$ cat src/rtl/dsfp_pkg.sv
// ----------------------------------------------------------------------------
// dsfp_pkg: shared types and constants of the dual sync frame parser
// Sizes, sync bytes, parser stage and protocol codes, and the command that
// travels from the front queue to the back end.
// ----------------------------------------------------------------------------
`default_nettype none

package dsfp_pkg;

    localparam int PORTS       = 4;
    localparam int FRAME_BYTES = 256;

    localparam int PORT_W  = 2;                        // port field width
    localparam int BYTE_W  = 8;
    localparam int IDX_W   = $clog2(FRAME_BYTES);      // offset inside a frame
    localparam int WIDX_W  = IDX_W + 1;                // can hold FRAME_BYTES
    localparam int ADDR_W  = PORT_W + IDX_W;           // frame store address
    localparam int STORE_DEPTH = PORTS * FRAME_BYTES;
    localparam int SIZE_W  = 16;
    localparam int LEN_W   = 9;

    localparam logic [BYTE_W-1:0] SYNC_DB_A  = 8'h64;  // 'd'
    localparam logic [BYTE_W-1:0] SYNC_DB_B  = 8'h62;  // 'b'
    localparam logic [BYTE_W-1:0] SYNC_UBX_A = 8'hB5;
    localparam logic [BYTE_W-1:0] SYNC_UBX_B = 8'h62;

    localparam int FRAME_OVERHEAD = 6;
    localparam logic [SIZE_W-1:0] MAX_PAYLOAD = SIZE_W'(FRAME_BYTES - FRAME_OVERHEAD);

    typedef enum logic [2:0] {
        ST_IDLE    = 3'd0,
        ST_SYNC2   = 3'd1,
        ST_TYPE0   = 3'd2,
        ST_TYPE1   = 3'd3,
        ST_SIZE    = 3'd4,
        ST_PAYLOAD = 3'd5
    } stage_t;

    typedef enum logic [1:0] {
        PROTO_NONE = 2'd0,
        PROTO_DB   = 2'd1,
        PROTO_UBX  = 2'd2
    } proto_t;

    // One classified request: a received byte or a store read.
    typedef struct packed {
        logic              is_read;
        logic [PORT_W-1:0] port;
        logic [BYTE_W-1:0] value;   // received byte or read offset
    } cmd_t;

endpackage

`default_nettype wire

$ cat src/rtl/dsfp_front.sv
// ----------------------------------------------------------------------------
// dsfp_front: input classification and two-entry command queue
// Accepts request beats, folds the byte field that matters into one command,
// and buffers up to two commands for the back end.
// ----------------------------------------------------------------------------
`default_nettype none

module dsfp_front
    import dsfp_pkg::*;
(
    input  wire logic        clk,
    input  wire logic        rst_n,
    input  wire logic        s_tvalid,
    output      logic        s_tready,
    input  wire logic [23:0] s_tdata,   // port[1:0], data_byte[9:2], read_index[17:10]
    input  wire logic        s_tuser,   // req_type
    output      logic        q_valid,
    output      cmd_t        q_cmd,
    input  wire logic        q_pop
);

    cmd_t       entry_reg [2];
    logic       wr_ptr_reg, wr_ptr_next;
    logic       rd_ptr_reg, rd_ptr_next;
    logic [1:0] count_reg, count_next;
    logic       push;
    cmd_t       in_cmd;

    always_comb
    begin
        in_cmd.is_read = s_tuser;
        in_cmd.port    = s_tdata[1:0];
        in_cmd.value   = s_tuser ? s_tdata[17:10] : s_tdata[9:2];
    end

    assign s_tready = (count_reg != 2'd2);
    assign push     = s_tvalid && s_tready;
    assign q_valid  = (count_reg != 2'd0);
    assign q_cmd    = entry_reg[rd_ptr_reg];

    always_comb
    begin
        wr_ptr_next = push  ? ~wr_ptr_reg : wr_ptr_reg;
        rd_ptr_next = q_pop ? ~rd_ptr_reg : rd_ptr_reg;
        count_next  = count_reg + 2'(push) - 2'(q_pop);
    end

    always_ff @(posedge clk)
    begin
        if (push)
        begin
            entry_reg[wr_ptr_reg] <= in_cmd;
        end
    end

    always_ff @(posedge clk or negedge rst_n)
    begin
        if (!rst_n)
        begin
            wr_ptr_reg <= 1'b0;
            rd_ptr_reg <= 1'b0;
            count_reg  <= 2'd0;
        end
        else
        begin
            wr_ptr_reg <= wr_ptr_next;
            rd_ptr_reg <= rd_ptr_next;
            count_reg  <= count_next;
        end
    end

    a_count_bound: assert property (@(posedge clk) disable iff (!rst_n)
        count_reg != 2'd3)
        else $error("command queue count out of range");

    a_pop_nonempty: assert property (@(posedge clk) disable iff (!rst_n)
        q_pop |-> count_reg != 2'd0)
        else $error("pop from an empty command queue");

    a_ptr_balance: assert property (@(posedge clk) disable iff (!rst_n)
        (count_reg == 2'd1) |-> (wr_ptr_reg != rd_ptr_reg))
        else $error("queue pointers disagree with count");

endmodule

`default_nettype wire

$ cat config.mk
export PLATFORM = sky130hd
export DESIGN_NAME = dsfp_front
export DESIGN_NICKNAME = d
export VERILOG_FILES = /design/src/rtl/dsfp_pkg.sv /design/src/rtl/dsfp_front.sv
export SDC_FILE = /design/constraint.sdc
export NUM_CORES = 1
export LEC_CHECK = 0
export ABC_AREA = 1
export BUFFER_PORTS_ARGS = -buffer_cell sky130_fd_sc_hd__buf_2
export CAP_MARGIN = 20
export CORE_ASPECT_RATIO = 0.75
export CORE_MARGIN = 4
export CORE_UTILIZATION = 38
export DETAILED_ROUTE_END_ITERATION = 7
export PLACE_DENSITY = 0.68
export SYNTH_ARGS = -nofsm -noshare
export SYNTH_HDL_FRONTEND = slang
export SYNTH_SLANG_ARGS = --single-unit
$ cat constraint.sdc
create_clock -name clk -period 2.72 [get_ports clk]
set_clock_uncertainty 0.05 [all_clocks]
set_input_delay 0.136 -clock clk [delete_from_list [all_inputs] [get_ports clk]]
set_output_delay 0.136 -clock clk [all_outputs]
set_load 0.02 [all_outputs]
-- Word level (Yosys, flattened, before mapping)
Memories as Yosys holds them, arrays and structs flattened.
Cells that the tools add are included.
- add/subtract/negate cells: 2
- multiply operators: 0
- divide/modulo/power cells: 0
- order comparisons: 0
- equality and inequality tests: 1
- shifts and indexed selects: 0
- muxes and demuxes: 3
- bitwise operators: 2
- reductions and logical operators: 2
- operators by type and width (kind ; count):
    8-bit two-way mux ; 1
    2-bit by 1-bit adder with 2-bit output ; 1
    1-bit two-way mux ; 2
    2-bit inequality test (second input constant) ; 1
    1-bit inverter ; 2
    2-bit nonzero test ; 1
    2-bit by 1-bit subtractor with 2-bit output ; 1
    1-bit logical AND ; 1
- register bits after elaboration: 4
- bits in latches: 0
- bits in writable memories: 22
- memory bits (read-only): 0
- memories kept: 1
- memories (name ; depth ; width ; read ports ; clocked after Yosys merged registers in ; wr ports ; line ; text):
    entry_reg ; 2 ; 11 ; 1 ; 0 ; 1 ; dsfp_front.sv:22 ; cmd_t entry_reg [2];

-- Logic depth before layout (Yosys ltp)
Gate-level depths: netlist of run 1.
- word-level depth: 4
- mapped depth: 12

-- Worst setup path after synthesis of run 1
No wires, ideal clock.
- path type: register to register
- from: reg count_reg[1]
- to: mem entry_reg[1][0] (netlist name) (enable)
- arrival time: 1.183 ns
- data required time: 2.290 ns
- path slack: 1.107 ns
- cell stages (with the launch flop): 4
- path buffers: 0
- period minus slack after synthesis: 1.613 ns
- path through: dfrtp_1 -> nand2_2 -> nand2_1 -> nor2_1
- word-level cells in the longest chain between the ends: 4
- ends and longest elaborated chain (element ; line ; text):
    from (decl) ; dsfp_front.sv:25 ; logic [1:0] count_reg, count_next;
    from (signal assigned) ; dsfp_front.sv:68 ; count_reg <= count_next;
    2-bit inequality test ; dsfp_front.sv:36 ; assign s_tready = (count_reg != 2'd2);
    named net s_tready ; dsfp_front.sv:14 ; output logic s_tready,
    1-bit logical AND ; dsfp_front.sv:37 ; assign push = s_tvalid && s_tready;
    1-bit two-way mux ; dsfp_front.sv:50 ; if (push)
    1-bit two-way mux (implied by the code) ; dsfp_front.sv:52 ; entry_reg[wr_ptr_reg] <= in_cmd;
    to (decl) ; dsfp_front.sv:22 ;
The timed path passes the listed nets, and every way through them passes these cells.

==> impl_metrics.env, run 1 <==
export IMPL_outcome="completed"
export IMPL_vias=681
export IMPL_netlist_cell_type_count=14
export IMPL_core_area_um2=2740
export IMPL_route_detailed_drc=0
export IMPL_clk_latency_ns=0.26
export IMPL_hold_path_cell_count=1
export IMPL_grt_usage=0.0943
export IMPL_final_nets=141
export IMPL_multi_input_area_um2=338
export IMPL_cts_resized=0
export IMPL_routed_via_density=4.70
export IMPL_numPortBuffers=35
export IMPL_most_common_layout_cells="buf_2 (35), edfxtp_1 (22), mux2_2 (10)"
export IMPL_ctsHtreeMaxLevel=1
export IMPL_start_util=0.416
export IMPL_worst_path_largest_cell_delay_ns=0.80
export IMPL_place_congestion=0.689
export IMPL_syn_area_um2=1140
export IMPL_yosysWarnings=0
export IMPL_syn_num_nets=100
export IMPL_ant_nets=0
export IMPL_clk_path_buf_depth=2
export IMPL_nFillCells=233
export IMPL_synth_area_leaders="edfxtp_1 (58%), mux2_4 (12%), mux2_2 (9.9%)"
export IMPL_ir_drop_uv=409
export IMPL_die_area_um2=3950
export IMPL_rows=16
export IMPL_place_ws_ns=1.10
export IMPL_cp_max_fo=12
export IMPL_clkTransAtPathRegs_ns=0.08
export IMPL_r2r_slack_ns=1.12
export IMPL_synthCells=70
export IMPL_grt_overflow=0
export IMPL_io_pins=42
export IMPL_hold_end="entry_reg[0][9]"
export IMPL_tritoncts="built"
export IMPL_root_buffer="clkbuf_8"
export IMPL_grt_pass1_wl_mm=2.95
export IMPL_synthesis_area_per_instance_um2=16.3
export IMPL_area_delta_synth_final_pct=23.2
export IMPL_p_leak_uw=0.000614
export IMPL_grt_pass1_vias=699
export IMPL_worst_slack_ns=0.900
export IMPL_drv_cap=0
export IMPL_hold_viol=0
export IMPL_cts_sinks=26
export IMPL_drv_slew=0
export IMPL_drive_gt1_frac=0.550
export IMPL_setup_viol=0
export IMPL_first_pass_iters=4
export IMPL_synth_seq_cells=26
export IMPL_rsz0062_at_grt="no"
export IMPL_final_common_cell="buf_2"
export IMPL_r2r_start="count_reg[1]"
export IMPL_relSlewSlack=0.530
export IMPL_wl_mm=1.92
export IMPL_drtIter0Drc=11
export IMPL_powerDensity_nw_per_um2=968
export IMPL_seq_area_um2=761
export IMPL_n_antenna_cell=0
export IMPL_crit_type="flip-flop to output pin"
export IMPL_post_dp_hpwl_mm=1.47
export IMPL_grt_max_degree=14
export IMPL_max_freq_mhz=549
export IMPL_die_y_um=55.4
export IMPL_ff2ff_path_depth=4
export IMPL_min_period_ns=1.82
export IMPL_cp_start_kind="flip-flop"
export IMPL_post_cts_buffers=0
export IMPL_required_ns=2.53
export IMPL_timing_final_crit_share=0.669
export IMPL_rr_endpoint="entry_reg[1][10]"
export IMPL_numCtsBuffers=3
export IMPL_worstPathCellList="mux2_2, buf_2"
export IMPL_tightestPinTransition_ns=0.705
export IMPL_min_delay_start="s_tdata[1]"
export IMPL_worst_hold_path_type="primary input to flip-flop"
export IMPL_die_w_um=71.2
export IMPL_largest_reg_flops=22
export IMPL_synth_area_leader_cell="edfxtp_1"
export IMPL_yosysSeqAreaShare=0.667
export IMPL_arrival_ns=1.63
export IMPL_wl_per_cell_um=13.2
export IMPL_critPathSlowestCell="dfrtp_1"
export IMPL_finalSetupTns_ns=0
export IMPL_hold_slack_ns=0.0164
export IMPL_synth_top_area_frac=0.580
export IMPL_antenna_found_initial=0
export IMPL_end_kind="output pin"
## layout make-up
class | instances | share of cell area
clock buffer | 3 | 0.0294
inverter | 5 | 0.0134
multi-input combinational | 37 | 0.241
sequential | 26 | 0.542
tap | 36 | 0.0321
timing repair buffer | 38 | 0.143
## where the power goes
group	switching (uW)	internal, uW
clock network	104	98.8
registers	82.8	553
logic	278	242
total	465	894
## metal layers
metal,wire length (um),up-vias,global-route usage
li1,-,329,-
met2,915,27,0.169
met1,809,325,0.102
met5,0,-,0
met3,195,0,0.0489
met4,0,0,0.00804
## stage by stage
stage / util / std cells / area [um^2] / power, uW
2_1_floorplan: - / 70 / 1140 / 1010
3_3_place_gp: 0.493 / 141 / 1350 / 1150
3_5_place_dp: 0.493 / 141 / 1350 / 1170
4_1_cts: 0.512 / 145 / 1400 / 1370
5_1_grt: 0.512 / 145 / 1400 / 1440
6_report: 0.512 / 145 / 1400 / 1360
## critical path: cells and delay by family (launching register included)
| family | cells | cell delay, ns |
|---|---|---|
| buf+inv | 1 | 0.16 |
| flops | 1 | 0.80 |
| mux | 1 | 0.41 |
## synth_stat cells
library cell and count:
a21oi_1 1, buf_6 2, dfrtp_1 4, edfxtp_1 22
ha_1 1, inv_1 5, mux2_2 10, mux2_4 9
nand2_1 9, nand2_2 1, nand3_1 1, nand3b_1 1
nor2_1 3, xor2_1 1
## kinds of logic (layout without fill, tap and decap cells)
group | Yosys count | in the layout | share of synthesized area
fa+ha+maj | 1 | 1 | 0.0110
mux | 19 | 19 | 0.217
flops | 26 | 26 | 0.667
buf+inv | 7 | 46 | 0.0362
simple gates | 15 | 15 | 0.0560
compound gates | 1 | 1 | 0.00439
xor+xnor | 1 | 1 | 0.00769
## worst max-delay path by stage
stage,startpoint,end,depth (start not counted)
floorplan,count_reg[1],entry_reg[1][0],3
global placement,count_reg[1],entry_reg[1][0],4
detailed placement,count_reg[0],entry_reg[1][3],5
CTS,rd_ptr_reg,q_cmd[10],2
global route,rd_ptr_reg,q_cmd[10],2
finish,rd_ptr_reg,q_cmd[10],2
## what timing repair did
| item | in CTS | in global routing |
|---|---|---|
| hold endpoints to repair | 4 | 0 |
| setup endpoints to repair | 0 | 0 |
| hold buffers | 1 | 0 |
(Power assumes the default switching activity.)
==> inputs of run 2 (changes only) <==
--- a/config.mk
+++ b/config.mk
@@ -5,14 +5,14 @@
 export SDC_FILE = /design/constraint.sdc
 export NUM_CORES = 1
 export LEC_CHECK = 0
-export ABC_AREA = 1
+export ABC_AREA = 0
 export BUFFER_PORTS_ARGS = -buffer_cell sky130_fd_sc_hd__buf_2
 export CAP_MARGIN = 20
 export CORE_ASPECT_RATIO = 0.75
 export CORE_MARGIN = 4
 export CORE_UTILIZATION = 38
 export DETAILED_ROUTE_END_ITERATION = 7
-export PLACE_DENSITY = 0.68
+export PLACE_DENSITY = 0.71
 export SYNTH_ARGS = -nofsm -noshare
 export SYNTH_HDL_FRONTEND = slang
 export SYNTH_SLANG_ARGS = --single-unit
==> constraint.sdc (replaced) <==
create_clock -name clk -period 1.5 [get_ports clk]
set_clock_uncertainty 0.05 [all_clocks]
set_input_delay 0.075 -clock clk [delete_from_list [all_inputs] [get_ports clk]]
set_output_delay 0.075 -clock clk [all_outputs]
set_load 0.02 [all_outputs]
==> run 2 against run 1 <==
Against the previous run:
- critical path depth increased by 1
- setup slack worse by 0.87 ns
- die area decreased by 3.6%
- first-iteration DRC count grew to 2.7 times the previous value
- register-to-register slack worse by 1.0 ns
- critical endpoint is now q_cmd[6]
- largest cell class unchanged
==> impl_metrics.env, run 2 <==
export IMPL_outcome="completed"
export IMPL_root_buffer="clkbuf_8"
export IMPL_yosysSeqAreaShare=0.696
export IMPL_n_antenna_cell=0
export IMPL_synthesis_area_per_instance_um2=18.2
export IMPL_synthTopCellsByCount="edfxtp_1 (22), mux2_2 (10), mux2_1 (9)"
export IMPL_hold_viol=0
export IMPL_comb_power_share=0.361
export IMPL_final_cells=141
export IMPL_ir_drop_uv=778
export IMPL_die_y_um=54.4
export IMPL_arrival_ns=1.35
export IMPL_cp_start_kind="flip-flop"
export IMPL_required_ns=1.37
export IMPL_drive_gt1_frac=0.552
export IMPL_tightestPinTransition_ns=0.329
export IMPL_synth_seq_cells=26
export IMPL_synth_area_leader_cell="edfxtp_1"
export IMPL_place_inst=130
export IMPL_route_detailed_drc=0
export IMPL_finalSetupTns_ns=0
export IMPL_ant_nets=0
export IMPL_numPortBuffers=35
export IMPL_yosysMostFrequentCell="edfxtp_1"
export IMPL_antenna_found_initial=0
export IMPL_clk_latency_ns=0.26
export IMPL_cp_max_fo=4
export IMPL_rsz0062_at_grt="yes"
export IMPL_clk_path_buf_depth=2
export IMPL_grt_max_degree=16
export IMPL_timing_final_crit_share=0.982
export IMPL_grt_pass1_wl_mm=2.63
export IMPL_area_delta_synth_final_pct=32.8
export IMPL_async_flop_share=0.154
export IMPL_synth_edff_count=22
export IMPL_worst_hold_path_type="primary input to flip-flop"
export IMPL_relSlewSlack=0.780
export IMPL_seq_area_um2=762
export IMPL_place_congestion=0.609
export IMPL_tritoncts="built"
export IMPL_numCtsBuffers=3
export IMPL_largest_reg_flops=22
export IMPL_fin_util=0.541
export IMPL_grt_usage=0.0957
export IMPL_synth_top_area_frac=0.605
export IMPL_wl_per_cell_um=13.0
export IMPL_seqPwrFrac=0.426
export IMPL_die_w_um=69.9
export IMPL_synth_ff_type="edfxtp_1"
export IMPL_min_period_ns=1.47
export IMPL_synth_area_leaders="edfxtp_1 (60%), mux2_2 (10%), mux2_1 (9.3%)"
export IMPL_p_clk_frac=0.214
export IMPL_r2r_slack_ns=0.11
export IMPL_cts_sinks=26
export IMPL_start_util=0.407
export IMPL_switchingPower_uw=811
export IMPL_ctsHtreeMaxLevel=1
export IMPL_clkTransAtPathRegs_ns=0.08
export IMPL_first_pass_iters=4
export IMPL_switching_share=0.314
export IMPL_io_pins=42
export IMPL_nFillCells=224
export IMPL_end_kind="output pin"
export IMPL_vias=638
export IMPL_drv_cap=0
export IMPL_p_int_uw=1770
export IMPL_yosysWarnings=0
export IMPL_grt_overflow=0
export IMPL_most_common_layout_cells="buf_2 (35), edfxtp_1 (22), mux2_2 (10)"
export IMPL_final_nets=136
export IMPL_syn_num_nets=90
export IMPL_powerDensity_nw_per_um2=1780
export IMPL_p_leak_uw=0.000581
export IMPL_multi_input_area_um2=327
export IMPL_netlist_cell_type_count=17
export IMPL_setup_viol=0
export IMPL_rows=16
export IMPL_final_common_cell="buf_2"
export IMPL_routed_via_density=4.52
export IMPL_wl_mm=1.83
export IMPL_die_area_um2=3810
export IMPL_drv_slew=0
export IMPL_post_dp_hpwl_mm=1.26
export IMPL_core_area_um2=2680
export IMPL_synthCells=60
export IMPL_grt_pass1_vias=598
export IMPL_drtIter0Drc=30
export IMPL_syn_area_um2=1090
export IMPL_max_freq_mhz=679
export IMPL_crit_type="flip-flop to output pin"
==> run 2: cell count changes after synthesis, moves of 2 or more <==
| cell | change |
|---|---|
| nor2_1 | -2 |
| buf_6 | -2 |
| nand2_1 | -8 |
| inv_1 | -5 |
| mux2_4 | -9 |
| xnor2_1 | +3 |
| mux2_1 | +9 |
==> run 2: layout make-up <==
| type | count | share of cell area |
|---|---|---|
| Multi-Input combinational cell | 32 | 0.225 |
| Clock inverter | 1 | 0.0207 |
| Clock buffer | 3 | 0.0285 |
| Tap cell | 36 | 0.0311 |
| Timing Repair Buffer | 43 | 0.169 |
| Sequential cell | 26 | 0.525 |
==> run 2: final timing paths <==
check                      cells after the start               to          from
hold / removal                                 2  entry_reg[1][7]    s_tdata[9]
max in group asynchronous                      2       rd_ptr_reg         rst_n
setup / recovery                               3         q_cmd[6]    rd_ptr_reg
hold reg to reg                                1       wr_ptr_reg    wr_ptr_reg
min in group asynchronous                      2       rd_ptr_reg         rst_n
setup reg to reg                               3  entry_reg[0][8]  count_reg[1]
==> run 2: repair_timing <==
item	CTS	global route
endpoints found under the setup margin	11	9
endpoints found under the hold margin	9	0
buffers inserted	0	3
resized for setup	1	1
hold buffers	4	0
==> run 2: logic make-up (layout without fill, tap and decap cells) <==
family                   count (synthesis)  count (layout)  share of synthesized area
AO/OA/AOI/OAI                            2               2                     0.0172
XOR/XNOR                                 4               4                     0.0321
adder cells (fa/ha/maj)                  1               1                     0.0115
buffers and inverters                    2              47                     0.0115
flip-flops                              26              26                      0.696
multiplexers                            19              19                      0.196
AND/OR/NAND/NOR                          6               6                     0.0355
==> run 2: worst max-delay path, cell delays in order (launching register included) <==
cell,delay (ns)
dfrtp_2,0.43
buf_4,0.16
mux2_1,0.32
buf_2,0.17
==> run 2: power groups by stage <==
| stage | Combinational (uW) | Clock, uW | Sequential (uW) |
|---|---|---|---|
| finish | 931 | 552 | 1100 |
| global placement | 804 | 0 | 1150 |
| detailed placement | 811 | 0 | 1160 |
| CTS | 826 | 568 | 1150 |
| global route | 1010 | 595 | 1120 |
| floorplan | 624 | 0 | 1090 |
==> run 2: through the flow <==
stage | hold WS (ns) | power, uW | setup slack (ns) | instance area (um^2)
final | 0.0757 | 2580 | 0.0272 | 1450
after global routing | 0.0686 | 2720 | -0.0224 | 1450
after CTS | 0.0692 | 2540 | 0.00592 | 1430
after detailed placement | -0.157 | 1980 | 0.109 | 1320
after global placement | -0.161 | 1950 | 0.145 | 1320
after floorplan | -0.271 | 1710 | 0.0668 | 1100
==> run 2: metal layers <==
layer  GRT usage  vias to the layer above  part of all wire
met5           0                        -                 0
met4      0.0287                        0             0.010
met3      0.0404                        2             0.070
met2       0.161                       22              0.47
met1       0.114                      299              0.45
li1            -                      315                 -
==> inputs of run 3 (changes only) <==
==> constraint.sdc (replaced) <==
create_clock -name clk -period 1.2 [get_ports clk]
set_clock_uncertainty 0.05 [all_clocks]
set_input_delay 0.06 -clock clk [delete_from_list [all_inputs] [get_ports clk]]
set_output_delay 0.06 -clock clk [all_outputs]
set_load 0.02 [all_outputs]
==> run 3 against run 2 <==
Against the previous run:
- the run now ends with negative setup slack left
- setup slack worse by 0.22 ns
- sequential share of layout area shrank 9.1 points
- via count grew 9.1%
- critical path depth did not move
- power increased by 65%
- core utilization is 11 points higher
- flip-flop and latch count did not move
- highest routed layer unchanged
==> impl_metrics.env, run 3 (synthesis gave the netlist of run 2 again) <==
export IMPL_grt_usage=0.114
export IMPL_die_area_um2=3810
export IMPL_min_period_ns=1.39
export IMPL_ir_drop_uv=851
export IMPL_start_util=0.407
export IMPL_violations="negative setup slack"
export IMPL_hold_slack_ns=0.0530
export IMPL_post_dp_hpwl_mm=1.38
export IMPL_drv_slew=0
export IMPL_grt_max_degree=16
export IMPL_seqPwrFrac=0.323
export IMPL_root_buffer="clkbuf_8"
export IMPL_final_cells=151
export IMPL_relSlewSlack=0.852
export IMPL_die_w_um=69.9
export IMPL_setup_viol=38
export IMPL_numPortBuffers=35
export IMPL_arrival_ns=1.28
export IMPL_area_delta_synth_final_pct=60.3
export IMPL_worst_path_most_repeated_cell="buf_6"
export IMPL_hold_viol=0
export IMPL_first_pass_iters=4
export IMPL_outcome="finished with violations"
export IMPL_n_antenna_cell=0
export IMPL_ant_nets=0
export IMPL_tightestPinTransition_ns=0.222
export IMPL_largest_reg_flops=22
export IMPL_cp_max_fo=7
export IMPL_place_congestion=0.728
export IMPL_rows=16
export IMPL_clk_latency_ns=0.27
export IMPL_placed_cell_area_um2=1390
export IMPL_critPathSlowestCell="dfrtp_1"
export IMPL_clkTransAtPathRegs_ns=0.09
export IMPL_drtIter0Drc=45
export IMPL_powerDensity_nw_per_um2=2430
export IMPL_finalSetupTns_ns=-3.90
export IMPL_required_ns=1.09
export IMPL_wl_mm=2.28
export IMPL_cts_sinks=26
export IMPL_cp_start_kind="flip-flop"
export IMPL_comb_power_share=0.508
export IMPL_design_area_um2=1750
export IMPL_p_int_uw=2960
export IMPL_most_common_layout_cells="edfxtp_1 (22), buf_2 (22), buf_6 (20)"
export IMPL_antenna_found_initial=0
export IMPL_timing_final_crit_share=1.16
export IMPL_vias=696
export IMPL_ctsHtreeMaxLevel=1
export IMPL_rsz0062_at_grt="yes"
export IMPL_worst_hold_path_type="primary input to flip-flop"
export IMPL_drv_cap=0
export IMPL_grt_pass1_wl_mm=3.26
export IMPL_core_area_um2=2680
export IMPL_p_clk_frac=0.169
export IMPL_wl_per_cell_um=15.1
export IMPL_routed_via_density=4.61
export IMPL_worst_slack_ns=-0.188
export IMPL_grt_overflow=0
export IMPL_die_y_um=54.4
export IMPL_crit_type="flip-flop to output pin"
export IMPL_io_pins=42
export IMPL_drive_gt1_frac=0.713
export IMPL_end_kind="output pin"
export IMPL_max_freq_mhz=720
export IMPL_tritoncts="built"
export IMPL_final_nets=146
export IMPL_p_leak_uw=0.000737
export IMPL_numCtsBuffers=3
export IMPL_clk_path_buf_depth=2
export IMPL_route_detailed_drc=0
export IMPL_worst_path_largest_cell_delay_ns=0.41
export IMPL_switchingPower_uw=1290
export IMPL_worstPathCellList="buf_6, mux2_4, buf_6"
export IMPL_grt_pass1_vias=704
export IMPL_place_inst=135
export IMPL_switching_share=0.304
==> run 3: what timing repair did <==
| item | 4_1_cts | 5_1_grt |
|---|---|---|
| pin swaps | 4 | 1 |
| gates resized for setup | 43 | 8 |
| setup buffers | 5 | 2 |
| hold buffers | 4 | 0 |
| setup endpoints to repair | 13 | 37 |
| hold endpoints to repair | 9 | 0 |
| cloned | 0 | 1 |
==> run 3: metal layers <==
metal / share of wire / global-route usage / vias up
met5: 0 / 0 / -
met4: 0.018 / 0.0573 / 0
met3: 0.038 / 0.0202 / 4
met2: 0.51 / 0.223 / 20
met1: 0.44 / 0.124 / 332
li1: - / - / 340
==> run 3: worst paths after layout <==
| check | from | to | slack (ns) | cells past startpoint |
|---|---|---|---|---|
| worst min register to register | wr_ptr_reg | wr_ptr_reg | 0.55 | 1 |
| worst max-delay path | rd_ptr_reg | q_cmd[10] | -0.19 | 3 |
| worst min-delay path | s_tdata[4] | entry_reg[1][2] | 0.05 | 2 |
| max in group asynchronous | rst_n | rd_ptr_reg | 0.89 | 2 |
| worst max register to register | count_reg[1] | count_reg[1] | -0.13 | 6 |
| min in group asynchronous | rst_n | wr_ptr_reg | 0.09 | 2 |
==> run 3: cell type report <==
class	count	area, um^2
fillers	187	932
clock buffers	3	41.3
repair buffers	52	433
multi-input cells	33	440
well taps	36	45.0
flip-flops and latches	26	761
clock inverters	1	30.0
==> run 3: through the flow <==
step / power, uW / setup slack (ns) / utilization
floorplan: 2200 / -0.0232 / -
global placement: 2660 / 0.0243 / 0.516
detailed placement: 2690 / 0.00411 / 0.516
CTS: 4060 / -0.192 / 0.627
global route: 4450 / -0.238 / 0.653
finish: 4250 / -0.188 / 0.653
==> run 3: critical path: cells and delay by family (launching register included) <==
kind | cells | cell delay [ns]
buf+inv | 2 | 0.29
mux | 1 | 0.31
flops | 1 | 0.41
==> run 3: power groups by stage <==
stage / clock (uW) / combinational, uW / sequential (uW)
CTS: 730 / 1970 / 1360
global placement: 0 / 1300 / 1360
finish: 718 / 2160 / 1370
global route: 773 / 2280 / 1400
detailed placement: 0 / 1320 / 1370
floorplan: 0 / 825 / 1370
